===== config.mk =====
export PLATFORM = sky130hd
export DESIGN_NAME = line_sensor_steering_decision
export DESIGN_NICKNAME = d
export VERILOG_FILES = /design/src/sv/lssd_pkg.sv /design/src/sv/lssd_div.sv /design/src/sv/line_sensor_steering_decision.sv
export SDC_FILE = /design/constraint.sdc
export NUM_CORES = 1
export LEC_CHECK = 0
export BUFFER_PORTS_ARGS = -buffer_cell sky130_fd_sc_hd__buf_2
export CORE_AREA = 2 2 176 178
export DETAILED_ROUTE_END_ITERATION = 7
export DIE_AREA = 0 0 178 180
export PLACE_DENSITY = 0.74
export SLEW_MARGIN = 20
export SYNTH_ARGS = -nofsm -noshare
export SYNTH_HDL_FRONTEND = slang
export SYNTH_SLANG_ARGS = --single-unit

===== constraint.sdc =====
create_clock -name clk -period 3.5 [get_ports clk]
set_input_delay 0.175 -clock clk [delete_from_list [all_inputs] [get_ports clk]]
set_output_delay 0.175 -clock clk [all_outputs]
set_load 0.01 [all_outputs]

===== src/sv/lssd_pkg.sv =====
// Package: constants, codes, types and the weight table of the steering block.
`timescale 1ns / 1ps
package lssd_pkg;

  localparam int unsigned DEF_NUM_SENSORS = 8;
  localparam int unsigned DEF_SAMPLE_BITS = 10;

  // Error magnitude and signed sum widths (sum stays within -15..17).
  localparam int unsigned QW    = 5;
  localparam int unsigned SUM_W = 6;
  localparam int unsigned OUT_W = 40;

  // Register indexes.
  localparam logic [2:0] REG_HIGH_THR   = 3'd0;
  localparam logic [2:0] REG_LOW_THR    = 3'd1;
  localparam logic [2:0] REG_STRAIGHT   = 3'd2;
  localparam logic [2:0] REG_TURN_OUTER = 3'd3;
  localparam logic [2:0] REG_TURN_INNER = 3'd4;
  localparam logic [2:0] REG_STR_BAND   = 3'd5;
  localparam logic [2:0] REG_TURN_BAND  = 3'd6;

  // Register reset values.
  localparam logic [9:0] HIGH_THR_RST   = 10'd800;
  localparam logic [9:0] LOW_THR_RST    = 10'd750;
  localparam logic [7:0] STRAIGHT_RST   = 8'd60;
  localparam logic [7:0] TURN_OUTER_RST = 8'd130;
  localparam logic [7:0] TURN_INNER_RST = 8'd40;
  localparam logic [4:0] STR_BAND_RST   = 5'd4;
  localparam logic [4:0] TURN_BAND_RST  = 5'd6;

  // Drive modes.
  localparam logic [2:0] MODE_NO_LINE  = 3'd0;
  localparam logic [2:0] MODE_STRAIGHT = 3'd1;
  localparam logic [2:0] MODE_LEFT     = 3'd2;
  localparam logic [2:0] MODE_RIGHT    = 3'd3;
  localparam logic [2:0] MODE_HOLD     = 3'd4;
  localparam logic [2:0] MODE_FINISHED = 3'd5;

  typedef struct packed {
    logic busy;
    logic done;
  } div_stat_t;

  // Channel weight; channels past the eighth weigh nothing.
  function automatic logic signed [SUM_W-1:0] weight_of(input int unsigned idx);
    logic signed [SUM_W-1:0] w;
    case (idx)
      0:       w = -6'sd7;
      1:       w = -6'sd5;
      2:       w = -6'sd3;
      3:       w = 6'sd1;
      4:       w = 6'sd1;
      5:       w = 6'sd3;
      6:       w = 6'sd5;
      7:       w = 6'sd7;
      default: w = 6'sd0;
    endcase
    return w;
  endfunction

endpackage


===== src/sv/lssd_div.sv =====
// Restoring divider: error magnitude over black count, one quotient bit per cycle.
`timescale 1ns / 1ps
module lssd_div
  import lssd_pkg::*;
#(
  parameter int unsigned CW = 4
) (
  input  logic          clk,
  input  logic          rst_n,
  input  logic          start,
  input  logic [QW-1:0] dividend,
  input  logic [CW-1:0] divisor,
  output div_stat_t     stat,
  output logic [QW-1:0] quotient
);

  localparam int unsigned SW = (QW > 1) ? $clog2(QW) : 1;

  logic          busy_r, busy_nxt;
  logic          done_r, done_nxt;
  logic [SW-1:0] step_r, step_nxt;
  logic [QW-1:0] dvd_r, dvd_nxt;
  logic [QW-1:0] q_r, q_nxt;
  logic [CW-1:0] rem_r, rem_nxt;
  logic [CW-1:0] dvs_r, dvs_nxt;
  logic [CW:0]   trial;
  logic          fits;

  assign trial = {rem_r, dvd_r[QW-1]};
  assign fits  = (trial >= {1'b0, dvs_r});

  always_comb begin
    busy_nxt = busy_r;
    done_nxt = 1'b0;
    step_nxt = step_r;
    dvd_nxt  = dvd_r;
    q_nxt    = q_r;
    rem_nxt  = rem_r;
    dvs_nxt  = dvs_r;
    if (start) begin
      busy_nxt = 1'b1;
      step_nxt = '0;
      dvd_nxt  = dividend;
      dvs_nxt  = divisor;
      rem_nxt  = '0;
      q_nxt    = '0;
    end else if (busy_r) begin
      rem_nxt  = fits ? CW'(trial - {1'b0, dvs_r}) : trial[CW-1:0];
      q_nxt    = {q_r[QW-2:0], fits};
      dvd_nxt  = {dvd_r[QW-2:0], 1'b0};
      step_nxt = step_r + 1'b1;
      if (step_r == SW'(QW - 1)) begin
        busy_nxt = 1'b0;
        done_nxt = 1'b1;
      end
    end
  end

  always_ff @(posedge clk) begin
    if (!rst_n) begin
      busy_r <= 1'b0;
      done_r <= 1'b0;
      step_r <= '0;
    end else begin
      busy_r <= busy_nxt;
      done_r <= done_nxt;
      step_r <= step_nxt;
    end
  end

  always_ff @(posedge clk) begin
    dvd_r <= dvd_nxt;
    q_r   <= q_nxt;
    rem_r <= rem_nxt;
    dvs_r <= dvs_nxt;
  end

  assign stat.busy = busy_r;
  assign stat.done = done_r;
  assign quotient  = q_r;

endmodule


===== src/sv/line_sensor_steering_decision.sv =====
// Top level: line-sensor hysteresis, weighted centroid and PWM steering decision.
`timescale 1ns / 1ps
//
// Channel | Dir | Handshake              | Payload
// --------+-----+------------------------+-----------------------------------------
// in_     | in  | in_tvalid / in_tready   | in_tdata: sample_0 .. sample_N-1
// out_    | out | out_tvalid / out_tready | out_tdata: mask, count, error, mode, pwm
// cfg_    | in  | APB, pready tied high   | seven config registers at 4*i
//
// Sequencing: a beat runs through the channel-serial scan (one comparator and adder,
//   one channel a cycle) and the five-step restoring divider with its start and done
//   states; the divider is skipped when no channel is black.
// Reset: synchronous, active low; channels white, held pair zero, finished clear,
//   registers to their defaults.
// Stalls: in_tready is high only when idle; a result waiting in the output
//   register does not block the next scan, only the next result load.
module line_sensor_steering_decision
  import lssd_pkg::*;
#(
  parameter int unsigned NUM_SENSORS = DEF_NUM_SENSORS,
  parameter int unsigned SAMPLE_BITS = DEF_SAMPLE_BITS
) (
  input  logic        clk,
  input  logic        rst_n,
  // sample_0 .. sample_N-1, SAMPLE_BITS each, sample_0 lowest, zero pad to bytes
  input  logic        in_tvalid,
  output logic        in_tready,
  input  logic [((NUM_SENSORS*SAMPLE_BITS+7)/8)*8-1:0] in_tdata,
  // black_mask[7:0], black_count[11:8], steer_error[17:12], drive_mode[20:18],
  // left_pwm[28:21], right_pwm[36:29], zero[39:37]
  output logic        out_tvalid,
  input  logic        out_tready,
  output logic [OUT_W-1:0] out_tdata,
  input  logic        cfg_psel,
  input  logic        cfg_penable,
  input  logic        cfg_pwrite,
  input  logic [4:0]  cfg_paddr,
  input  logic [31:0] cfg_pwdata,
  output logic [31:0] cfg_prdata,
  output logic        cfg_pready
);

  localparam int unsigned DW   = NUM_SENSORS * SAMPLE_BITS;
  localparam int unsigned IW   = $clog2(NUM_SENSORS);
  localparam int unsigned CW   = $clog2(NUM_SENSORS + 1);
  localparam int unsigned CMPW = (SAMPLE_BITS > 10) ? SAMPLE_BITS : 10;
  localparam int unsigned MW   = (NUM_SENSORS > 8) ? NUM_SENSORS : 8;
  localparam int unsigned CXW  = (CW > 4) ? CW : 4;

  // Sequencer states.
  localparam logic [2:0] ST_IDLE   = 3'd0;
  localparam logic [2:0] ST_SCAN   = 3'd1;
  localparam logic [2:0] ST_DIVST  = 3'd2;
  localparam logic [2:0] ST_DIV    = 3'd3;
  localparam logic [2:0] ST_DECIDE = 3'd4;

  // ---------------- configuration registers ----------------
  logic [9:0] hi_thr_r, lo_thr_r;
  logic [7:0] straight_r, outer_r, inner_r;
  logic [4:0] sband_r, tband_r;
  logic [2:0] cfg_idx;
  logic       cfg_wr;

  assign cfg_pready = 1'b1;
  assign cfg_idx    = cfg_paddr[4:2];
  assign cfg_wr     = cfg_psel & cfg_penable & cfg_pwrite & cfg_pready;

  always_ff @(posedge clk) begin
    if (!rst_n) begin
      hi_thr_r   <= HIGH_THR_RST;
      lo_thr_r   <= LOW_THR_RST;
      straight_r <= STRAIGHT_RST;
      outer_r    <= TURN_OUTER_RST;
      inner_r    <= TURN_INNER_RST;
      sband_r    <= STR_BAND_RST;
      tband_r    <= TURN_BAND_RST;
    end else if (cfg_wr) begin
      unique case (cfg_idx)
        REG_HIGH_THR:   hi_thr_r   <= cfg_pwdata[9:0];
        REG_LOW_THR:    lo_thr_r   <= cfg_pwdata[9:0];
        REG_STRAIGHT:   straight_r <= cfg_pwdata[7:0];
        REG_TURN_OUTER: outer_r    <= cfg_pwdata[7:0];
        REG_TURN_INNER: inner_r    <= cfg_pwdata[7:0];
        REG_STR_BAND:   sband_r    <= cfg_pwdata[4:0];
        REG_TURN_BAND:  tband_r    <= cfg_pwdata[4:0];
        default: ;  // unmapped index, write dropped
      endcase
    end
  end

  always_comb begin
    unique case (cfg_idx)
      REG_HIGH_THR:   cfg_prdata = {22'd0, hi_thr_r};
      REG_LOW_THR:    cfg_prdata = {22'd0, lo_thr_r};
      REG_STRAIGHT:   cfg_prdata = {24'd0, straight_r};
      REG_TURN_OUTER: cfg_prdata = {24'd0, outer_r};
      REG_TURN_INNER: cfg_prdata = {24'd0, inner_r};
      REG_STR_BAND:   cfg_prdata = {27'd0, sband_r};
      REG_TURN_BAND:  cfg_prdata = {27'd0, tband_r};
      default:        cfg_prdata = 32'd0;
    endcase
  end

  // ---------------- sequencer and datapath ----------------
  logic [2:0]              state_r, state_nxt;
  logic [DW-1:0]           samples_r;
  logic [IW-1:0]           chan_r, chan_nxt;
  logic [NUM_SENSORS-1:0]  chst_r, chst_nxt;     // hysteresis state per channel
  logic signed [SUM_W-1:0] sum_r, sum_nxt;
  logic [CW-1:0]           cnt_r, cnt_nxt;
  logic                    fin_r, fin_nxt;
  logic [7:0]              held_l_r, held_l_nxt, held_r_r, held_r_nxt;
  logic                    ovalid_r, ovalid_nxt;
  logic [OUT_W-1:0]        odata_r, odata_nxt;

  logic                    in_beat;
  logic                    out_free;
  logic [SAMPLE_BITS-1:0]  samp;
  logic [CMPW-1:0]         samp_x, hi_x, lo_x;
  logic                    cur_bit, new_bit;
  logic signed [SUM_W-1:0] wgt;
  logic [SUM_W-1:0]        abs_sum;

  logic                    div_start;
  div_stat_t               div_stat;
  logic [QW-1:0]           div_q;

  logic [QW-1:0]           mag;
  logic signed [5:0]       err;
  logic [2:0]              mode;
  logic                    all_black;
  logic [MW-1:0]           mask_x;
  logic [CXW-1:0]          cnt_x;

  assign in_tready = (state_r == ST_IDLE);
  assign in_beat   = in_tvalid & in_tready;
  assign out_free  = ~ovalid_r | out_tready;

  // Shared comparator and weight adder, one channel a cycle.
  assign samp    = samples_r[chan_r*SAMPLE_BITS +: SAMPLE_BITS];
  assign samp_x  = CMPW'(samp);
  assign hi_x    = CMPW'(hi_thr_r);
  assign lo_x    = CMPW'(lo_thr_r);
  assign cur_bit = chst_r[chan_r];
  assign wgt     = weight_of(32'(chan_r));

  always_comb begin
    if (fin_r)                new_bit = cur_bit;   // frozen after finish
    else if (samp_x >= hi_x)  new_bit = 1'b1;      // black test wins on crossed thresholds
    else if (samp_x <= lo_x)  new_bit = 1'b0;
    else                      new_bit = cur_bit;
  end

  assign abs_sum   = sum_r[SUM_W-1] ? SUM_W'(-sum_r) : SUM_W'(sum_r);
  assign div_start = (state_r == ST_DIVST);

  lssd_div #(
    .CW (CW)
  ) u_div (
    .clk      (clk),
    .rst_n    (rst_n),
    .start    (div_start),
    .dividend (abs_sum[QW-1:0]),
    .divisor  (cnt_r),
    .stat     (div_stat),
    .quotient (div_q)
  );

  // Decision from the finished scan.
  assign mag       = (cnt_r == '0) ? '0 : div_q;
  assign err       = sum_r[SUM_W-1] ? -$signed({1'b0, mag}) : $signed({1'b0, mag});
  assign all_black = &chst_r;
  assign mask_x    = MW'(chst_r);
  assign cnt_x     = CXW'(cnt_r);

  always_comb begin
    held_l_nxt = held_l_r;
    held_r_nxt = held_r_r;
    fin_nxt    = fin_r;
    if (fin_r) begin
      mode = MODE_FINISHED;
    end else begin
      if (mag == '0) begin
        mode = MODE_NO_LINE;
      end else if (mag <= sband_r) begin
        mode       = MODE_STRAIGHT;
        held_l_nxt = straight_r;
        held_r_nxt = straight_r;
      end else if (mag >= tband_r) begin
        if (sum_r[SUM_W-1]) begin
          mode       = MODE_LEFT;
          held_l_nxt = outer_r;
          held_r_nxt = inner_r;
        end else begin
          mode       = MODE_RIGHT;
          held_l_nxt = inner_r;
          held_r_nxt = outer_r;
        end
      end else begin
        mode = MODE_HOLD;   // dead zone between the bands
      end
      if (all_black) begin
        fin_nxt    = 1'b1;
        held_l_nxt = '0;
        held_r_nxt = '0;
        mode       = MODE_FINISHED;
      end
    end
  end

  always_comb begin
    state_nxt  = state_r;
    chan_nxt   = chan_r;
    chst_nxt   = chst_r;
    sum_nxt    = sum_r;
    cnt_nxt    = cnt_r;
    ovalid_nxt = ovalid_r & ~out_tready;
    odata_nxt  = odata_r;
    unique case (state_r)
      ST_IDLE: begin
        if (in_beat) begin
          chan_nxt  = '0;
          sum_nxt   = '0;
          cnt_nxt   = '0;
          state_nxt = ST_SCAN;
        end
      end
      ST_SCAN: begin
        chst_nxt[chan_r] = new_bit;
        if (new_bit) begin
          sum_nxt = sum_r + wgt;
          cnt_nxt = cnt_r + 1'b1;
        end
        chan_nxt = chan_r + 1'b1;
        if (chan_r == IW'(NUM_SENSORS - 1)) begin
          state_nxt = (cnt_nxt == '0) ? ST_DECIDE : ST_DIVST;
        end
      end
      ST_DIVST: state_nxt = ST_DIV;
      ST_DIV: begin
        if (div_stat.done) state_nxt = ST_DECIDE;
      end
      ST_DECIDE: begin
        // Wait here while the previous result is still held.
        if (out_free) begin
          ovalid_nxt = 1'b1;
          odata_nxt  = {3'd0,
                        fin_nxt ? 8'd0 : held_r_nxt,
                        fin_nxt ? 8'd0 : held_l_nxt,
                        mode,
                        err,
                        cnt_x[3:0],
                        mask_x[7:0]};
          state_nxt  = ST_IDLE;
        end
      end
      default: state_nxt = ST_IDLE;
    endcase
  end

  always_ff @(posedge clk) begin
    if (!rst_n) begin
      state_r  <= ST_IDLE;
      chst_r   <= '0;
      fin_r    <= 1'b0;
      held_l_r <= '0;
      held_r_r <= '0;
      ovalid_r <= 1'b0;
    end else begin
      state_r  <= state_nxt;
      chst_r   <= chst_nxt;
      ovalid_r <= ovalid_nxt;
      if (state_r == ST_DECIDE && out_free) begin
        fin_r    <= fin_nxt;
        held_l_r <= held_l_nxt;
        held_r_r <= held_r_nxt;
      end
    end
  end

  always_ff @(posedge clk) begin
    if (in_beat) samples_r <= in_tdata[DW-1:0];
    chan_r  <= chan_nxt;
    sum_r   <= sum_nxt;
    cnt_r   <= cnt_nxt;
    odata_r <= odata_nxt;
  end

  assign out_tvalid = ovalid_r;
  assign out_tdata  = odata_r;

endmodule


**After elaboration in Yosys (flattened, before gate mapping)**

Memories as Yosys holds them, arrays and structs flattened. A register that Yosys moved wholly into a read port is not among the register bits.
Index checks and enable logic that the tools add are counted.

- Equality and inequality tests: 17
- Order comparisons: 7
- Mux-type cells: 55
- $mul: 1
- Bitwise logic cells: 10
- Add/subtract/negate cells: 7
- Shift operators: 1
- Reduce and logical (&&, ||, !) cells: 25

Operators with widths:

| kind | number |
|---|---|
| 8-bit two-way mux | 12 |
| 80-bit by 8-bit variable part select with 10-bit output | 1 |
| 10-bit one-hot mux with 7 select lines | 1 |
| 3-bit two-way mux | 10 |
| 5-bit two-way mux | 5 |
| 3-bit == test (second input constant) | 6 |
| 2-bit AND reduction | 9 |
| 4-bit two-way mux | 4 |
| 3-bit one-hot mux with 5 select lines | 1 |
| 1-bit two-way mux | 14 |
| 3-bit by 2-bit == test with 1-bit output (second input constant) | 4 |
| 6-bit two-way mux | 2 |
| 6-bit one-hot mux with 2 select lines | 1 |
| 10-bit >= comparator | 1 |
| 10-bit less-or-equal comparator | 1 |
| 8-bit bitwise mux | 1 |
| 4-bit zero test | 2 |
| 4-bit one-hot mux with 2 select lines | 1 |
| 8-bit AND reduction | 1 |
| 3-bit by 1-bit adder with 3-bit output (second input constant) | 2 |
| 6-bit adder | 1 |
| 3-bit by 1-bit == test with 1-bit output (second input constant) | 2 |
| 3-bit zero test | 2 |
| 3-bit by 3-bit multiplier with 6-bit output (second input constant) | 1 |
| 25 further kinds | 38 |

- Bits in registers: 236
- Memories: 1
- Bits in read-only memories: 40
- Output and inout bits: 75

Memory list:

| name | depth | width | read ports | clocked after Yosys merged registers in | write ports | RTL line | text |
|---|---|---|---|---|---|---|---|
| (name not given) | 8 | 5 | 1 | 1 | 0 | lssd_pkg.sv:47 | `case (idx)` |

**Longest topological paths before layout**

- Depth after elaboration: 12
- Gate-level depth with buffers: 14
- Gate-level depth less buffers: 12

**Modules after synthesis**

Synthesis repeated with hierarchy kept, for this count alone.

- Cell total of the unflattened synthesis: 1,059
- Area, all modules: 12,159.2 um2

Modules (own cells, without submodules):

| module | cells an instance | times used | seq. area each (um2) | area each (um2) |
|---|---|---|---|---|
| line_sensor_steering_decision | 956 | 1 | 5,625.4 | 11,003.1 |
| lssd_div | 103 | 1 | 550.5 | 1,156.1 |

**Worst setup path after synthesis**

No wires, ideal clock.

- Path type: register to register
- Start: register state_r[1]
- End: register chan_r[0] (enable)
- Cell stages (with the launch flop): 6
- Period minus slack after synthesis: 3.737 ns
- Library setup time: 0.326 ns
- Required time: 3.174 ns
- Arrival: 3.411 ns
- Slack: -0.237 ns
- Cells stage by stage: dfxtp_1 clkbuf_1 nor3_1 and2_1 nor2_1 inv_1

- Cells in the longest elaborated chain, start to end: 4

RTL lines:

| element | RTL line | text |
|---|---|---|
| start, declared | line_sensor_steering_decision.sv:105 | `logic [2:0] state_r, state_nxt;` |
| start signal, assigned | line_sensor_steering_decision.sv:270 | `state_r <= state_nxt;` |
| 3-bit zero test | line_sensor_steering_decision.sv:135 | `assign in_tready = (state_r == ST_IDLE);` |
| named net in_tready | line_sensor_steering_decision.sv:27 | `output logic in_tready,` |
| 1-bit bitwise AND | line_sensor_steering_decision.sv:136 | `assign in_beat = in_tvalid & in_tready;` |
| named net in_beat | line_sensor_steering_decision.sv:116 | `logic in_beat;` |
| 2-bit by 1-bit inequality test with 1-bit output (no source line) | n/a |  |
| 2-bit AND reduction (no source line) | n/a |  |
| end signal, assigned | line_sensor_steering_decision.sv:283 | `chan_r <= chan_nxt;` |
| end, declared | line_sensor_steering_decision.sv:107 | `logic [IW-1:0] chan_r, chan_nxt;` |

The timed path passes the listed nets, and every way through them passes these cells.
A chain may end at the register's enable or synchronous reset.

**Worst setup path in the final report**

- Start: register chan_r[0]
- End: register state_r[2]

- Cells in the longest elaborated chain, start to end: 12

RTL lines:

| element | RTL line | text |
|---|---|---|
| 3-bit by 3-bit multiplier with 6-bit output | line_sensor_steering_decision.sv:140 | `assign samp = samples_r[chan_r*SAMPLE_BITS +: SAMPLE_BITS];` |
| 80-bit by 8-bit variable part select with 10-bit output | line_sensor_steering_decision.sv:140 |  |
| 10-bit less-or-equal comparator | line_sensor_steering_decision.sv:150 | `else if (samp_x <= lo_x) new_bit = 1'b0;` |
| 1-bit two-way mux | line_sensor_steering_decision.sv:150 |  |
| 1-bit two-way mux | line_sensor_steering_decision.sv:149 | `else if (samp_x >= hi_x) new_bit = 1'b1;` |
| 1-bit two-way mux | line_sensor_steering_decision.sv:148 | `if (fin_r) new_bit = cur_bit;` |
| 4-bit two-way mux | line_sensor_steering_decision.sv:230 | `if (new_bit) begin` |
| 4-bit two-way mux | line_sensor_steering_decision.sv:219 | `unique case (state_r)` |
| 4-bit zero test | line_sensor_steering_decision.sv:236 | `state_nxt = (cnt_nxt == '0) ? ST_DECIDE : ST_DIVST;` |
| 3-bit two-way mux | line_sensor_steering_decision.sv:236 |  |
| 3-bit two-way mux | line_sensor_steering_decision.sv:235 | `if (chan_r == IW'(NUM_SENSORS - 1)) begin` |
| 3-bit one-hot mux with 5 select lines | line_sensor_steering_decision.sv:219 |  |

Several ways; a longest one is shown, not always the timed one. The select of a mux whose other input is x is not followed.

==> impl_metrics.csv <==
group,metric,value,unit
outcome,status,"finished clean",
floorplanning,dieArea,32000,µm²
clock_network,post_cts_buffers,0,
clock_network,worstSkewPairLatency,0.54,ns
pwr,p_per_area,531,nW/µm²
sta,fmax,301,MHz
global_route,antenna_found_initial,1,
sta,period_share,94.9,%
cells_and_area,drive_gt1_share,20.7,%
worst_setup_path,cp-end-kind,"flop",
drt,wire_per_inst,17.5,µm
yosys,ys_seq_area_share,52.0,%
global_route,grt_pass1_wl,48.0,mm
placement,place_congestion,0.876,
global_route,grt_max_degree,47,
floorplanning,core,30200,µm²
clock_network,tritoncts,"done",
floorplanning,die_x,178,µm
clock_network,numCtsBuffers,26,
yosys,netlist.area_leader.share,35.2,%
yosys,synthTopCellsByArea,"edfxtp_1 (35%), dfxtp_1 (17%), mux4_2 (5.3%), mux2i_1 (5.1%), ha_1 (5.0%)",
yosys,synth_edf_count,139,
sta,setup_viol,0,
worst_setup_path,path_class,"reg2reg",
worst_setup_path,cp_data_required_time,3.93,ns
sta,fin_crit,3.32,ns
pwr,leakage,0.00576,µW
yosys,synth_cell_types,66,
drt,final_antenna_net_count,0,
job,cap_violations,0,
sta,finClkSkew,0.0210,ns
worst_setup_path,cp_slowest_stage_delay,0.48,ns
yosys,yosysWarnings,0,
sta,slew_viol_final,0,
global_route,overflow,0,
clock_network,cts.sinks,239,
clock_network,path_clk_slew,0.06,ns
drt,vias,9245,
sta,hold_ws,0.0357,ns
yosys,synth.top_cells.by_count,"edfxtp_1 (139), dfxtp_1 (100), nand2_1 (97)",
yosys,yosysMostFrequentCell,"edfxtp_1",
cells_and_area,fill_cells,2617,
clock_network,cts_htree_levels,1,
clock_network,cts_buffer_depth,3,
yosys,synth_area_per_cell,11.1,µm²
floorplanning,rows,64,
drt,postRouteWirelength,30.2,mm
worst_setup_path,worst_path_max_delay_cell,"mux4_2",
sta,tightest_slew,0.936,ns
sta,rsz0062_at_grt,"no",
pwr,ir_worst_vdd,0.380,mV
cells_and_area,final_util,49.0,%
worst_setup_path,crit_path_max_fanout,24,
yosys,synth_seq_cells,239,
cells_and_area,area_delta_synth_final,24.7,%
sta,tns,0,ns
worst_setup_path,worst_ep_arrival_time,3.75,ns
floorplanning,die_h,180,µm
placement,dpl.hpwl,20.1,mm
yosys,async_flop_share,0,%
floorplanning,io_pins,199,
drt,viasPerCell,5.36,
global_route,grt_pass1_vias,9021,
yosys,syn_inst,1068,
clock_network,cts_root_buf,"clkbuf_16",
yosys,netlist_area,11900,µm²
cells_and_area,regArea,6180,µm²
cells_and_area,diodes,0,
global_route,track_usage,18.7,%
placement,portBuffers,148,
drt,drc_errors,0,
worst_hold_path,hold_class,"in2reg",
cells_and_area,multi_input_area,5130,µm²
sta,hold_viol_final,0,
yosys,yosysTopAreaCell,"edfxtp_1",
worst_setup_path,path_cells,"buf_12 -> buf_4 -> mux4_2 -> mux2i_1 -> ha_1 -> nor2b_1 -> o21ai_0 -> a221oi_1 -> or3_1 -> a21oi_1 -> o311a_1",
drt,drt_iter0_markers,831,
pwr,power,7850,µW
cells_and_area,nNetsFinal,1481,
drt,firstDrtPassIters,5,
floorplanning,start_util,39.3,%
yosys,synth_ff_type,"edfxtp_1",
worst_setup_path,start_kind,"flop",
sta,relSlewSlack,37.6,%
## cell type report
class,instances,area share [%]
flip-flops and latches,239,41.7
multi-input cells,707,34.7
clock inverters,15,0.905
well taps,396,3.35
repair buffers,271,13.0
clock buffers,33,4.72
inverters,63,1.60
## sequential cells by signal, indices dropped and copies added (netlist names), 8 cells and up
signal	cells
chst_r	8
held_l_r	8
held_r_r	8
hi_thr_r	10
inner_r	8
lo_thr_r	10
out_tdata	37
outer_r	8
samples_r	80
straight_r	8
## layer usage
| layer | track usage (%) | vias up | wire length, µm | part of all wire (%) |
|---|---|---|---|---|
| met5 | 0 | - | 0 | 0 |
| met4 | 3.93 | 0 | 585 | 1.9 |
| met3 | 3.96 | 40 | 2340 | 7.7 |
| met2 | 31.7 | 351 | 14600 | 48 |
| met1 | 24.7 | 4474 | 12700 | 42 |
| li1 | - | 4380 | - | - |
## through the flow
| step | worst slack, ns | std cells | area (µm²) |
|---|---|---|---|
| detailed placement | 0.0861 | 1585 | 13100 |
| finish | 0.179 | 1724 | 14800 |
| CTS | 0.0509 | 1724 | 14800 |
| floorplan | 0.0861 | 1092 | 12000 |
| global route | 0.00116 | 1724 | 14800 |
| global placement | 0.127 | 1585 | 13100 |
## path summary, 6_finish.rpt
kind                                          startpoint  slack (ns)                        to  cells past startpoint
worst min-delay path                          out_tready        0.04     out_tvalid$_SDFF_PN0_                      3
worst max register to register       chan_r[0]$_DFFE_PP_        0.18   state_r[2]$_SDFFE_PN0P_                     11
worst min register to register  hi_thr_r[1]$_SDFFE_PN0P_        0.48  hi_thr_r[1]$_SDFFE_PN0P_                      2
worst max-delay path                 chan_r[0]$_DFFE_PP_        0.18   state_r[2]$_SDFFE_PN0P_                     11
## cell families (layout without fill, tap and decap cells)
family / after synthesis / after routing / synth area share [%]
buf+inv: 146 / 382 / 5.64
fa+ha+maj: 49 / 49 / 5.29
xor+xnor: 14 / 14 / 1.03
simple gates: 289 / 289 / 11.1
compound gates: 229 / 229 / 13.4
other cells: 2 / 26 / 0.0633
flops: 239 / 239 / 52.0
mux: 100 / 100 / 11.5
## what timing repair did
action | in CTS | in global routing
gates resized for setup | 0 | 3
setup endpoints to repair | 0 | 8
hold buffers | 91 | 0
hold endpoints to repair | 112 | 0
## power by group
| group | total (µW) | internal, µW | switching [µW] |
|---|---|---|---|
| Combinational | 1880 | 829 | 1050 |
| Clock | 2680 | 1560 | 1120 |
| Sequential | 3290 | 3180 | 106 |
| Total | 7850 | 5570 | 2280 |
## worst max-delay path: cells and delay by family (launching register included)
family          cells  cell delay (ns)
mux                 2             0.79
flops               1             0.38
buf+inv             2             0.40
simple gates        2             0.38
compound gates      4             0.95
fa+ha+maj           1             0.30
## cells in the final DEF (no fill, tap or decap), types with 7 or more instances in the layout
cell / count
buf_2: 148
edfxtp_1: 139
dfxtp_1: 100
nand2_1: 97
nor2_1: 92
dlygate4sd3_1: 91
inv_1: 61
mux2i_1: 60
a21oi_1: 58
ha_1: 47
o21ai_0: 29
buf_4: 29
mux4_2: 28
o31ai_1: 27
clkbuf_16: 27
conb_1: 26
nor3_1: 18
o211ai_1: 17
nand2b_1: 16
and2_1: 13
mux2_2: 12
a211oi_1: 11
nand3_1: 10
a31oi_1: 10
xnor2_1: 9
a22oi_1: 9
o2111ai_1: 8
a211o_1: 8
or4_1: 8
a22o_1: 8
nand4_1: 7
Note: power is estimated with default switching activity, not from simulation.
